**src/hdl/cbq_pkg.sv**
```systemverilog
// Shared constants, types and control structs for the cascaded biquad low-pass.
// Used by cbq_mac, cbq_hist and cascaded_biquad_lowpass. No dependencies.
package cbq_pkg;

  // Filter shape
  localparam int NUM_SECTIONS   = 2;
  localparam int SAMPLE_BITS    = 24;
  localparam int COEF_FRAC_BITS = 28;

  // Word sizes
  localparam int COEF_BITS  = 32;
  localparam int DATA_BITS  = 32;                     // section data / history word
  localparam int PROD_BITS  = COEF_BITS + DATA_BITS;
  localparam int NUM_COEFS  = 5;
  localparam int ACC_BITS   = PROD_BITS + 3;          // exact sum of five products
  localparam int SEC_W      = (NUM_SECTIONS > 1) ? $clog2(NUM_SECTIONS) : 1;
  localparam int CFG_IDX_W  = 3;
  localparam int SAMPLE_TW  = ((SAMPLE_BITS + 7) / 8) * 8;  // tdata width

  // Half LSB of the Q format, for round-half-up
  localparam logic [ACC_BITS-1:0] RND_HALF = ACC_BITS'(1) << (COEF_FRAC_BITS - 1);

  // Unity gain in coefficient format
  localparam logic [COEF_BITS-1:0] COEF_ONE = COEF_BITS'(1) << COEF_FRAC_BITS;

  // Register indexes
  localparam logic [CFG_IDX_W-1:0] REG_B0 = 3'd0;
  localparam logic [CFG_IDX_W-1:0] REG_B1 = 3'd1;
  localparam logic [CFG_IDX_W-1:0] REG_B2 = 3'd2;
  localparam logic [CFG_IDX_W-1:0] REG_A1 = 3'd3;
  localparam logic [CFG_IDX_W-1:0] REG_A2 = 3'd4;

  // Product step of one section; TAP_LAST only drains the product register
  typedef enum logic [2:0] {
    TAP_B0   = 3'd0,
    TAP_B1   = 3'd1,
    TAP_B2   = 3'd2,
    TAP_A1   = 3'd3,
    TAP_A2   = 3'd4,
    TAP_LAST = 3'd5
  } tap_t;

  // Sequencer to MAC unit
  typedef struct packed {
    logic clr;      // zero accumulator, drop pending product
    logic mul_en;   // take a new product this cycle
    logic rnd_en;   // round and saturate accumulator into the result register
  } mac_ctl_t;

  // Sequencer to history store
  typedef struct packed {
    logic             clr;  // zero all history
    logic             wr;   // shift in a new input/output pair
    logic [SEC_W-1:0] sec;  // section being worked on
  } hist_ctl_t;

endpackage

```
**src/hdl/cbq_mac.sv**
```systemverilog
// Shared 32x32 multiplier with exact accumulator, rounding and 32-bit saturation.
// Depends on cbq_pkg.
module cbq_mac (
  input  logic                                   clk,
  input  logic                                   rst_n,
  input  cbq_pkg::mac_ctl_t                      ctl,
  input  logic signed [cbq_pkg::COEF_BITS-1:0]   coef,
  input  logic signed [cbq_pkg::DATA_BITS-1:0]   data,
  output logic signed [cbq_pkg::DATA_BITS-1:0]   result
);
  import cbq_pkg::*;

  logic signed [PROD_BITS-1:0] prod_r;
  logic                        prod_vld_r, prod_vld_nxt;
  logic signed [ACC_BITS-1:0]  acc_r, acc_nxt;
  logic signed [DATA_BITS-1:0] res_r;
  logic signed [ACC_BITS-1:0]  rnd_sum;
  logic signed [ACC_BITS-1:0]  rnd_shf;
  logic [ACC_BITS-DATA_BITS:0] rnd_top;
  logic signed [DATA_BITS-1:0] res_sat;

  // Product register: one multiply per cycle while mul_en is set
  always_ff @(posedge clk) begin
    if (ctl.mul_en) begin
      prod_r <= coef * data;
    end
  end

  // Accumulate the product taken on the previous cycle
  always_comb begin
    prod_vld_nxt = ctl.mul_en;
    acc_nxt      = acc_r;
    if (ctl.clr) begin
      prod_vld_nxt = 1'b0;
      acc_nxt      = '0;
    end else if (prod_vld_r) begin
      acc_nxt = acc_r + ACC_BITS'(prod_r);
    end
  end

  always_ff @(posedge clk) begin
    if (!rst_n) begin
      prod_vld_r <= 1'b0;
      acc_r      <= '0;
    end else begin
      prod_vld_r <= prod_vld_nxt;
      acc_r      <= acc_nxt;
    end
  end

  // Round half up, drop fraction, clamp to 32-bit signed
  always_comb begin
    rnd_sum = acc_r + $signed(RND_HALF);
    rnd_shf = rnd_sum >>> COEF_FRAC_BITS;
    rnd_top = rnd_shf[ACC_BITS-1:DATA_BITS-1];
    if ((&rnd_top) || (~|rnd_top)) begin
      res_sat = rnd_shf[DATA_BITS-1:0];
    end else if (rnd_shf[ACC_BITS-1]) begin
      res_sat = {1'b1, {(DATA_BITS-1){1'b0}}};
    end else begin
      res_sat = {1'b0, {(DATA_BITS-1){1'b1}}};
    end
  end

  always_ff @(posedge clk) begin
    if (ctl.rnd_en) begin
      res_r <= res_sat;
    end
  end

  assign result = res_r;

endmodule

```
**src/hdl/cbq_hist.sv**
```systemverilog
// Per-section input and output history (two samples back) for the biquad cascade.
// Depends on cbq_pkg.
module cbq_hist (
  input  logic                                  clk,
  input  logic                                  rst_n,
  input  cbq_pkg::hist_ctl_t                    ctl,
  input  logic signed [cbq_pkg::DATA_BITS-1:0]  x_in,
  input  logic signed [cbq_pkg::DATA_BITS-1:0]  y_in,
  output logic signed [cbq_pkg::DATA_BITS-1:0]  x1,
  output logic signed [cbq_pkg::DATA_BITS-1:0]  x2,
  output logic signed [cbq_pkg::DATA_BITS-1:0]  y1,
  output logic signed [cbq_pkg::DATA_BITS-1:0]  y2
);
  import cbq_pkg::*;

  logic signed [DATA_BITS-1:0] x1_r [NUM_SECTIONS];
  logic signed [DATA_BITS-1:0] x2_r [NUM_SECTIONS];
  logic signed [DATA_BITS-1:0] y1_r [NUM_SECTIONS];
  logic signed [DATA_BITS-1:0] y2_r [NUM_SECTIONS];

  // Clear wins; otherwise shift the selected section's delay line
  always_ff @(posedge clk) begin
    if (!rst_n || ctl.clr) begin
      for (int s = 0; s < NUM_SECTIONS; s++) begin
        x1_r[s] <= '0;
        x2_r[s] <= '0;
        y1_r[s] <= '0;
        y2_r[s] <= '0;
      end
    end else if (ctl.wr) begin
      x2_r[ctl.sec] <= x1_r[ctl.sec];
      x1_r[ctl.sec] <= x_in;
      y2_r[ctl.sec] <= y1_r[ctl.sec];
      y1_r[ctl.sec] <= y_in;
    end
  end

  // Read port for the active section
  assign x1 = x1_r[ctl.sec];
  assign x2 = x2_r[ctl.sec];
  assign y1 = y1_r[ctl.sec];
  assign y2 = y2_r[ctl.sec];

endmodule

```
**src/hdl/cascaded_biquad_lowpass.sv**
```systemverilog
// Top level: two-section cascaded biquad low-pass on one shared multiplier.
// Depends on cbq_pkg, cbq_mac, cbq_hist.
//
//  channel  | dir | payload                                   | request when
//  ---------+-----+-------------------------------------------+-------------------------
//  in_      | in  | tdata: sample_in[23:0]; tuser: clear_hist | in_tvalid & in_tready
//  out_     | out | tdata: sample_out[23:0]                   | out_tvalid & out_tready
//  cfg_     | in  | index 0..4 = b0,b1,b2,a1,a2; data 32 bits | cfg_valid & cfg_ready
//
// Per sample: an accept state, then per section five products plus a drain step on the
// shared multiplier, a round step and a history write, then the output register is
// loaded. in_tready is high only while idle; a result not yet taken holds the load
// state, and no new sample is accepted while it waits. cfg_ready is always high.
// Synchronous reset clears history, sets b0 to unity and the other coefficients to zero.
module cascaded_biquad_lowpass (
  input  logic                                   clk,
  input  logic                                   rst_n,
  // input stream
  input  logic                                   in_tvalid,
  output logic                                   in_tready,
  input  logic [cbq_pkg::SAMPLE_TW-1:0]          in_tdata,   // [23:0] sample_in
  input  logic                                   in_tuser,   // [0] clear_history
  // result stream
  output logic                                   out_tvalid,
  input  logic                                   out_tready,
  output logic [cbq_pkg::SAMPLE_TW-1:0]          out_tdata,  // [23:0] sample_out
  // coefficient writes
  input  logic                                   cfg_valid,
  output logic                                   cfg_ready,
  input  logic [cbq_pkg::CFG_IDX_W-1:0]          cfg_index,
  input  logic [cbq_pkg::COEF_BITS-1:0]          cfg_data
);
  import cbq_pkg::*;

  typedef enum logic [4:0] {
    ST_IDLE = 5'b00001,
    ST_MAC  = 5'b00010,
    ST_RND  = 5'b00100,
    ST_WB   = 5'b01000,
    ST_OUT  = 5'b10000
  } state_t;

  state_t                      state_r, state_nxt;
  tap_t                        tap_r, tap_nxt;
  logic [SEC_W-1:0]            sec_r, sec_nxt;
  logic signed [DATA_BITS-1:0] x_r, x_nxt;
  logic                        out_vld_r, out_vld_nxt;
  logic [SAMPLE_BITS-1:0]      out_data_r, out_data_nxt;
  logic signed [COEF_BITS-1:0] coef_r [NUM_COEFS];

  mac_ctl_t                    mac_ctl;
  hist_ctl_t                   hist_ctl;
  logic signed [COEF_BITS-1:0] mul_coef;
  logic signed [DATA_BITS-1:0] mul_data;
  logic signed [DATA_BITS-1:0] sec_y;
  logic signed [DATA_BITS-1:0] h_x1, h_x2, h_y1, h_y2;
  logic                        in_acc;
  logic [DATA_BITS-SAMPLE_BITS:0] x_top;
  logic [SAMPLE_BITS-1:0]      x_sat;

  assign in_tready  = (state_r == ST_IDLE);
  assign in_acc     = in_tvalid && in_tready;
  assign cfg_ready  = 1'b1;
  assign out_tvalid = out_vld_r;
  assign out_tdata  = SAMPLE_TW'(out_data_r);

  // Coefficient registers
  always_ff @(posedge clk) begin
    if (!rst_n) begin
      coef_r[0] <= $signed(COEF_ONE);
      for (int i = 1; i < NUM_COEFS; i++) begin
        coef_r[i] <= '0;
      end
    end else if (cfg_valid && cfg_ready) begin
      case (cfg_index)
        REG_B0:  coef_r[0] <= cfg_data;
        REG_B1:  coef_r[1] <= cfg_data;
        REG_B2:  coef_r[2] <= cfg_data;
        REG_A1:  coef_r[3] <= cfg_data;
        REG_A2:  coef_r[4] <= cfg_data;
        default: ;
      endcase
    end
  end

  // Operand select for the shared multiplier
  always_comb begin
    case (tap_r)
      TAP_B0:  begin mul_coef = coef_r[0]; mul_data = x_r;  end
      TAP_B1:  begin mul_coef = coef_r[1]; mul_data = h_x1; end
      TAP_B2:  begin mul_coef = coef_r[2]; mul_data = h_x2; end
      TAP_A1:  begin mul_coef = coef_r[3]; mul_data = h_y1; end
      TAP_A2:  begin mul_coef = coef_r[4]; mul_data = h_y2; end
      default: begin mul_coef = '0;        mul_data = '0;   end
    endcase
  end

  // Final clamp to the sample range
  always_comb begin
    x_top = x_r[DATA_BITS-1:SAMPLE_BITS-1];
    if ((&x_top) || (~|x_top)) begin
      x_sat = x_r[SAMPLE_BITS-1:0];
    end else if (x_r[DATA_BITS-1]) begin
      x_sat = {1'b1, {(SAMPLE_BITS-1){1'b0}}};
    end else begin
      x_sat = {1'b0, {(SAMPLE_BITS-1){1'b1}}};
    end
  end

  // Sequencer
  always_comb begin
    state_nxt    = state_r;
    tap_nxt      = tap_r;
    sec_nxt      = sec_r;
    x_nxt        = x_r;
    out_vld_nxt  = out_vld_r && !out_tready;
    out_data_nxt = out_data_r;
    mac_ctl      = '0;
    hist_ctl     = '0;
    hist_ctl.sec = sec_r;
    case (state_r)
      ST_IDLE: begin
        if (in_acc) begin
          x_nxt        = DATA_BITS'($signed(in_tdata[SAMPLE_BITS-1:0]));
          sec_nxt      = '0;
          tap_nxt      = TAP_B0;
          hist_ctl.clr = in_tuser;
          mac_ctl.clr  = 1'b1;
          state_nxt    = ST_MAC;
        end
      end
      ST_MAC: begin
        mac_ctl.mul_en = (tap_r != TAP_LAST);
        if (tap_r == TAP_LAST) begin
          state_nxt = ST_RND;
        end else begin
          tap_nxt = tap_t'(tap_r + 3'd1);
        end
      end
      ST_RND: begin
        mac_ctl.rnd_en = 1'b1;
        state_nxt      = ST_WB;
      end
      ST_WB: begin
        hist_ctl.wr = 1'b1;
        x_nxt       = sec_y;
        if (sec_r == SEC_W'(NUM_SECTIONS - 1)) begin
          state_nxt = ST_OUT;
        end else begin
          sec_nxt     = sec_r + SEC_W'(1);
          tap_nxt     = TAP_B0;
          mac_ctl.clr = 1'b1;
          state_nxt   = ST_MAC;
        end
      end
      ST_OUT: begin
        if (!out_vld_r || out_tready) begin
          out_vld_nxt  = 1'b1;
          out_data_nxt = x_sat;
          state_nxt    = ST_IDLE;
        end
      end
      default: begin
        state_nxt = ST_IDLE;
      end
    endcase
  end

  // Control registers
  always_ff @(posedge clk) begin
    if (!rst_n) begin
      state_r   <= ST_IDLE;
      tap_r     <= TAP_B0;
      sec_r     <= '0;
      out_vld_r <= 1'b0;
    end else begin
      state_r   <= state_nxt;
      tap_r     <= tap_nxt;
      sec_r     <= sec_nxt;
      out_vld_r <= out_vld_nxt;
    end
  end

  // Datapath registers
  always_ff @(posedge clk) begin
    x_r        <= x_nxt;
    out_data_r <= out_data_nxt;
  end

  cbq_mac u_mac (
    .clk    (clk),
    .rst_n  (rst_n),
    .ctl    (mac_ctl),
    .coef   (mul_coef),
    .data   (mul_data),
    .result (sec_y)
  );

  cbq_hist u_hist (
    .clk   (clk),
    .rst_n (rst_n),
    .ctl   (hist_ctl),
    .x_in  (x_r),
    .y_in  (sec_y),
    .x1    (h_x1),
    .x2    (h_x2),
    .y1    (h_y1),
    .y2    (h_y2)
  );

endmodule
```
**config.mk**
```make
export PLATFORM = sky130hd
export DESIGN_NAME = cascaded_biquad_lowpass
export DESIGN_NICKNAME = d
export VERILOG_FILES = /design/src/hdl/cbq_pkg.sv /design/src/hdl/cbq_mac.sv /design/src/hdl/cbq_hist.sv /design/src/hdl/cascaded_biquad_lowpass.sv
export SDC_FILE = /design/constraint.sdc
export NUM_CORES = 2
export LEC_CHECK = 0
export BUFFER_PORTS_ARGS = -buffer_cell sky130_fd_sc_hd__buf_2
export CAP_MARGIN = 20
export CORE_MARGIN = 2
export CORE_UTILIZATION = 45
export DETAILED_ROUTE_END_ITERATION = 8
export GPL_TIMING_DRIVEN = 0
export PLACE_DENSITY = 0.72
export REMOVE_ABC_BUFFERS = 1
export SLEW_MARGIN = 20
export SYNTH_ARGS = -nofsm -noshare
export SYNTH_HDL_FRONTEND = slang
export SYNTH_SLANG_ARGS = --single-unit
```
**constraint.sdc**
```tcl
create_clock -name clk -period 9.09 [get_ports clk]
set_input_delay 0.4545 -clock clk [delete_from_list [all_inputs] [get_ports clk]]
set_output_delay 0.4545 -clock clk [all_outputs]
set_load 0.02 [all_outputs]
```
**After elaboration in Yosys (flattened, before gate mapping)**

Memory sizes are Yosys's and may differ from the RTL's. A register that Yosys moved wholly into a read port is not among the register bits.
Cells that the tools add are included.

- $add $sub $neg: 4
- Bitwise gates (word level): 6
- Multipliers: 1
- Muxes and demuxes: 81
- Reductions and logical operators: 28
- Equality and inequality tests: 20

Operators by type and width:

| cell | number |
|---|---|
| 32-bit 2-to-1 mux | 12 |
| 32-bit case mux with 5 select lines | 2 |
| 32-bit OR reduction | 4 |
| 67-bit by 29-bit adder with 67-bit output (second input constant) | 1 |
| 67-bit by 64-bit adder with 67-bit output | 1 |
| 32-bit by 32-bit multiplier with 64-bit output | 1 |
| 32-bit case mux with 2 select lines | 1 |
| 1-bit 2-to-1 mux | 53 |
| 24-bit 2-to-1 mux | 2 |
| 5-bit case mux with 5 select lines | 1 |
| 5-bit 2-to-1 mux | 4 |
| 3-bit by 2-bit == test with 1-bit output (second input constant) | 4 |
| 3-bit == test (second input constant) | 3 |
| 3-bit 2-to-1 mux | 3 |
| 3-bit case mux with 3 select lines | 1 |
| 9-bit AND reduction | 1 |
| 9-bit OR reduction | 1 |
| 2-bit inequality test (second input constant) | 4 |
| 8-bit AND reduction | 1 |
| 8-bit OR reduction | 1 |
| 3-bit by 1-bit == test with 1-bit output (second input constant) | 2 |
| 3-bit logical NOT | 2 |
| 5-bit by 1-bit == test with 1-bit output (second input constant) | 1 |
| 5-bit by 2-bit == test with 1-bit output (second input constant) | 1 |
| 19 further kinds | 33 |

- Memory bits (writable): 416
- Input port bits: 65
- Register bits after elaboration: 230
- Memories kept: 5
- Output and inout port bits: 27

Memory list:

| name | depth | bits a word | read ports | clocked after Yosys merged registers in | wr ports | line | source |
|---|---|---|---|---|---|---|---|
| coef_r | 5 | 32 | 5 | 0 | 5 | cascaded_biquad_lowpass.sv:49 | `logic signed [COEF_BITS-1:0] coef_r [NUM_COEFS];` |
| u_hist.x1_r | 2 | 32 | 1 | 1 | 2 | cbq_hist.sv:16 | `logic signed [DATA_BITS-1:0] x1_r [NUM_SECTIONS];` |
| u_hist.x2_r | 2 | 32 | 1 | 1 | 2 | cbq_hist.sv:17 | `logic signed [DATA_BITS-1:0] x2_r [NUM_SECTIONS];` |
| u_hist.y1_r | 2 | 32 | 1 | 1 | 2 | cbq_hist.sv:18 | `logic signed [DATA_BITS-1:0] y1_r [NUM_SECTIONS];` |
| u_hist.y2_r | 2 | 32 | 1 | 1 | 2 | cbq_hist.sv:19 | `logic signed [DATA_BITS-1:0] y2_r [NUM_SECTIONS];` |

**Depth between registers and ports, before layout**

- Word-level depth: 9
- Depth in mapped cells: 37
- Gate-level depth less buffers: 33

**Hierarchy**

A second synthesis with hierarchy kept.

- Cells, all modules: 6622
- Area, all modules: 67155.7 um^2

By module, submodules not included:

| module | sequential area each (um^2) | cells each | times used | area an instance (um^2) |
|---|---|---|---|---|
| cbq_mac | 4244.1 | 4956 | 1 | 46390.7 |
| cbq_hist | 7687.4 | 902 | 1 | 11046.8 |
| cascaded_biquad_lowpass | 6686.4 | 764 | 1 | 9718.1 |

**Worst setup path after synthesis**

Ideal clock, no wire load.

- Path kind: reg-to-reg
- From: reg tap_r[2]
- To: reg u_mac.prod_r[63], data pin
- Arrival: 9353 ps
- Buffers on the path: 3
- Setup time: 136 ps
- Stages on the path, launching flop included: 33
- Data required time: 8954 ps
- Period minus slack after synthesis: 9489 ps
- Path slack: -399 ps
- Path through: dfxtp_1 > clkbuf_1 > inv_1 > ha_1 > or4_1 > and2_1 > clkbuf_1 > clkbuf_1 > nand2_1 > inv_1 > fa_1 > fa_1 > fa_1 > inv_1 > fa_1 > inv_1 > fa_1 > fa_1 > inv_1 > fa_1 > inv_1 > fa_1 > ha_1 > a21o_1 > a21o_1 > a21o_1 > a21oi_1 > o21bai_1 > a21oi_1 > nor2b_1 > a211o_1 > or4_1 > nand3_1

- Word-level cells in the longest chain between the ends: 3
- Elaborated cells on any way between the ends: 8

RTL lines:

| what | line | source |
|---|---|---|
| start, declared | cascaded_biquad_lowpass.sv:44 | `tap_t tap_r, tap_nxt;` |
| start signal, assigned | cascaded_biquad_lowpass.sv:178 | `tap_r <= tap_nxt;` |
| 3-bit == test (tied with other cells) | cascaded_biquad_lowpass.sv:88 | `case (tap_r)` |
| 32-bit case mux with 5 select lines | cascaded_biquad_lowpass.sv:88 |  |
| 32-bit by 32-bit multiplier with 64-bit output (*) | cbq_mac.sv:25 | `prod_r <= coef * data;` |
| end signal, assigned | cbq_mac.sv:25 |  |
| end, declared | cbq_mac.sv:13 | `logic signed [PROD_BITS-1:0] prod_r;` |

Mark *: on every way between the ends. The rest lies on a longest branch, timed or not.
A chain may end at the register's enable or synchronous reset.

**Worst setup path after layout**

- From: reg tap_r[0]
- To: reg u_mac.prod_r[63], data pin

Same word-level chain as after synthesis.

==> flow_summary.ini <==
[status]
violations = negative setup slack
status = finished, violations left

[sta]
slew_headroom_pct = 28.6
drv_slew = 0
grt_setup_unrepaired = true
setup_ws_ns = -0.0893
fin_worst_skew_ns = 0.0376
hold_viol_final = 0
holdWs_ns = 0.0258
fin_crit_sh_pct = 101
min_period_ns = 9.18
max_freq_mhz = 109
worstMarginPinSlew_ns = 1.07
setup_violations = 2

[yosys]
synth_cell_types = 84
synthTopCellsByArea = fa_1, edfxtp_1, inv_1, ha_1, nor2_1
synth.avg_cell_area_sq_um = 10.1
seq_area_frac_synth_pct = 28.2
ys.flop_type = edfxtp_1
yosys.area.top_type = fa_1
yosysMostFrequentCell = fa_1
syn_inst = 6535
synth_edf_count = 568
yosys.area.top_type_share_pct = 32.8
async_reset_ff_share_pct = 0
ys_ff_latch = 647
synth_common_cells = fa_1, inv_1, nor2_1
yosysWarnings = 0
syn_area_sq_mm = 0.0660

[layout]
regArea_sq_mm = 0.0187
n_fill_cell = 12211
multi_input_area_sq_mm = 0.0445
fin_nets = 8170
drive_gt1_share_pct = 13.9
area_delta_synth_final_pct = 17.1
final_cells = 8742

[global_route]
grt_max_degree = 59
grt_pass1_wl_mm = 312
overflow = 0
antenna_found_initial = 12
grt_pass1_vias = 52027
grt_use_total_pct = 27.5

[worst_setup_path]
critPathLaunchType = flop
cp.required_ns = 9.65
crit_fanout = 10
arrival_ns = 9.73
path_class = flop to flop
slowest_delay_ns = 0.58
end_kind = flop
cpMostUsedCell = fa_1
slowest_stage = fa_1

[clocking]
cts_tree = done
cts_made_buffers = 69
clk_pin_slew_worst_paths_ns = 0.06
cts.sinks = 647
htreeDepth = 3
clock_path_buffers = 3
clk_latency_ns = 0.70
clock-root-buffer = clkbuf_16

[die]
fp-row-count = 140
start_util_pct = 45.3
die_x_um = 387
dieArea_sq_mm = 0.150
ioPinCount = 92
core_region_area_sq_mm = 0.146
chipHeight_um = 387

[routing]
wl_per_cell_um = 24.5
dr.first_iter.drc_count = 5559
dr.pass1.iters = 9
vias = 51066
drt-total-wl_mm = 215
antenna_left = 0
drc_errors = 0
vias_per_cell = 5.84

[flow_run]
drv_cap = 0

[place]
place_congestion = 0.942
dp_cells = 8292
port_buffers = 90
dpl.hpwl_mm = 144

[hold_path]
hold_class = input pin to flop
-- path summary, 6_finish.rpt --
kind,cells after the start,startpoint,endpoint,slack (ns)
max reg2reg,30,tap_r[0],u_mac.prod_r[63],-0.09
min reg2reg,2,u_mac.acc_r[19],u_mac.acc_r[19],0.49
max,30,tap_r[0],u_mac.prod_r[63],-0.09
min,3,in_tdata[22],x_r[22],0.03
-- critical path: cells and delay by family (launching register included) --
kind | cells | cell delay (ns)
adders and majority gates | 10 | 4.66
AOI/OAI and AO/OA | 7 | 1.61
and+or+nand+nor | 8 | 1.60
buffers and inverters | 5 | 0.77
DFF | 1 | 0.37
-- through the flow --
| step | utilization [%] | worst slack (ns) | area (sq um) | setup TNS (ns) |
|---|---|---|---|---|
| 6_report | 53.1 | -0.0893 | 77400 | -0.115 |
| 5_1_grt | 53.1 | -0.259 | 77400 | -1.13 |
| 4_1_cts | 51.7 | -0.0288 | 75300 | -0.0288 |
| 3_5_place_dp | 48.0 | -2.40 | 69900 | -71.67 |
| 3_3_place_gp | 46.4 | -11.32 | 67600 | -556.73 |
| 2_1_floorplan | - | -5.25 | 64800 | -213.68 |
-- cell usage in the layout (no fill, tap or decap), drive strengths merged, types with 149 or more instances in the layout --
master,n
fa,1083
inv,1055
nor2,753
nand2,737
edfxtp,568
buf,458
ha,257
and2,228
a21oi,208
mux2i,149
-- registers in the layout, summed over array words and instances (netlist names), named ones only --
name              cells
state_r               5
u_hist.y1_r          64
out_tdata            24
u_mac.prod_r         64
tap_r                 3
coef_r              160
u_mac.acc_r          67
sec_r                 1
out_tvalid            1
u_mac.prod_vld_r      1
u_mac.result         32
x_r                  32
u_hist.y2_r          64
u_hist.x2_r          64
u_hist.x1_r          64
-- timing repair --
item                                    CTS  global route
hold endpoints to repair                  3             0
gates resized for setup                 275           173
buffers inserted                        167           116
hold buffers                              3             0
cloned                                   18            17
pin swaps                                72            97
endpoints found under the setup margin   49            25
-- final cells by class --
class	instances	share of cell area, %
Inverter	1053	5.14
Sequential cell	647	24.1
Tap cell	1917	3.10
Timing Repair Buffer	474	7.09
Clock buffer	82	2.32
Antenna cell	3	0.00970
Multi-Input combinational cell	4520	57.5
Clock inverter	46	0.723
-- layer usage --
layer / vias to the layer above / global-route usage, % / routed length [um]
met5: - / 0.734 / 232
li1: 21309 / - / -
met3: 851 / 8.48 / 27600
met1: 25809 / 34.8 / 77600
met2: 3083 / 42.3 / 94500
met4: 14 / 14.9 / 14700
-- kinds of logic after synthesis --
family          share of synthesized area (%)
simple gates                             14.0
other cells                           0.00568
compound gates                           7.79
flops                                    28.2
fa+ha+maj                                37.7
mux                                      2.39
xor+xnor                                 1.98
buf+inv                                  7.95
Power is left out: the tool's default activity adds up to more than one toggle a clock period on the data nets, which glitch-free logic cannot reach.
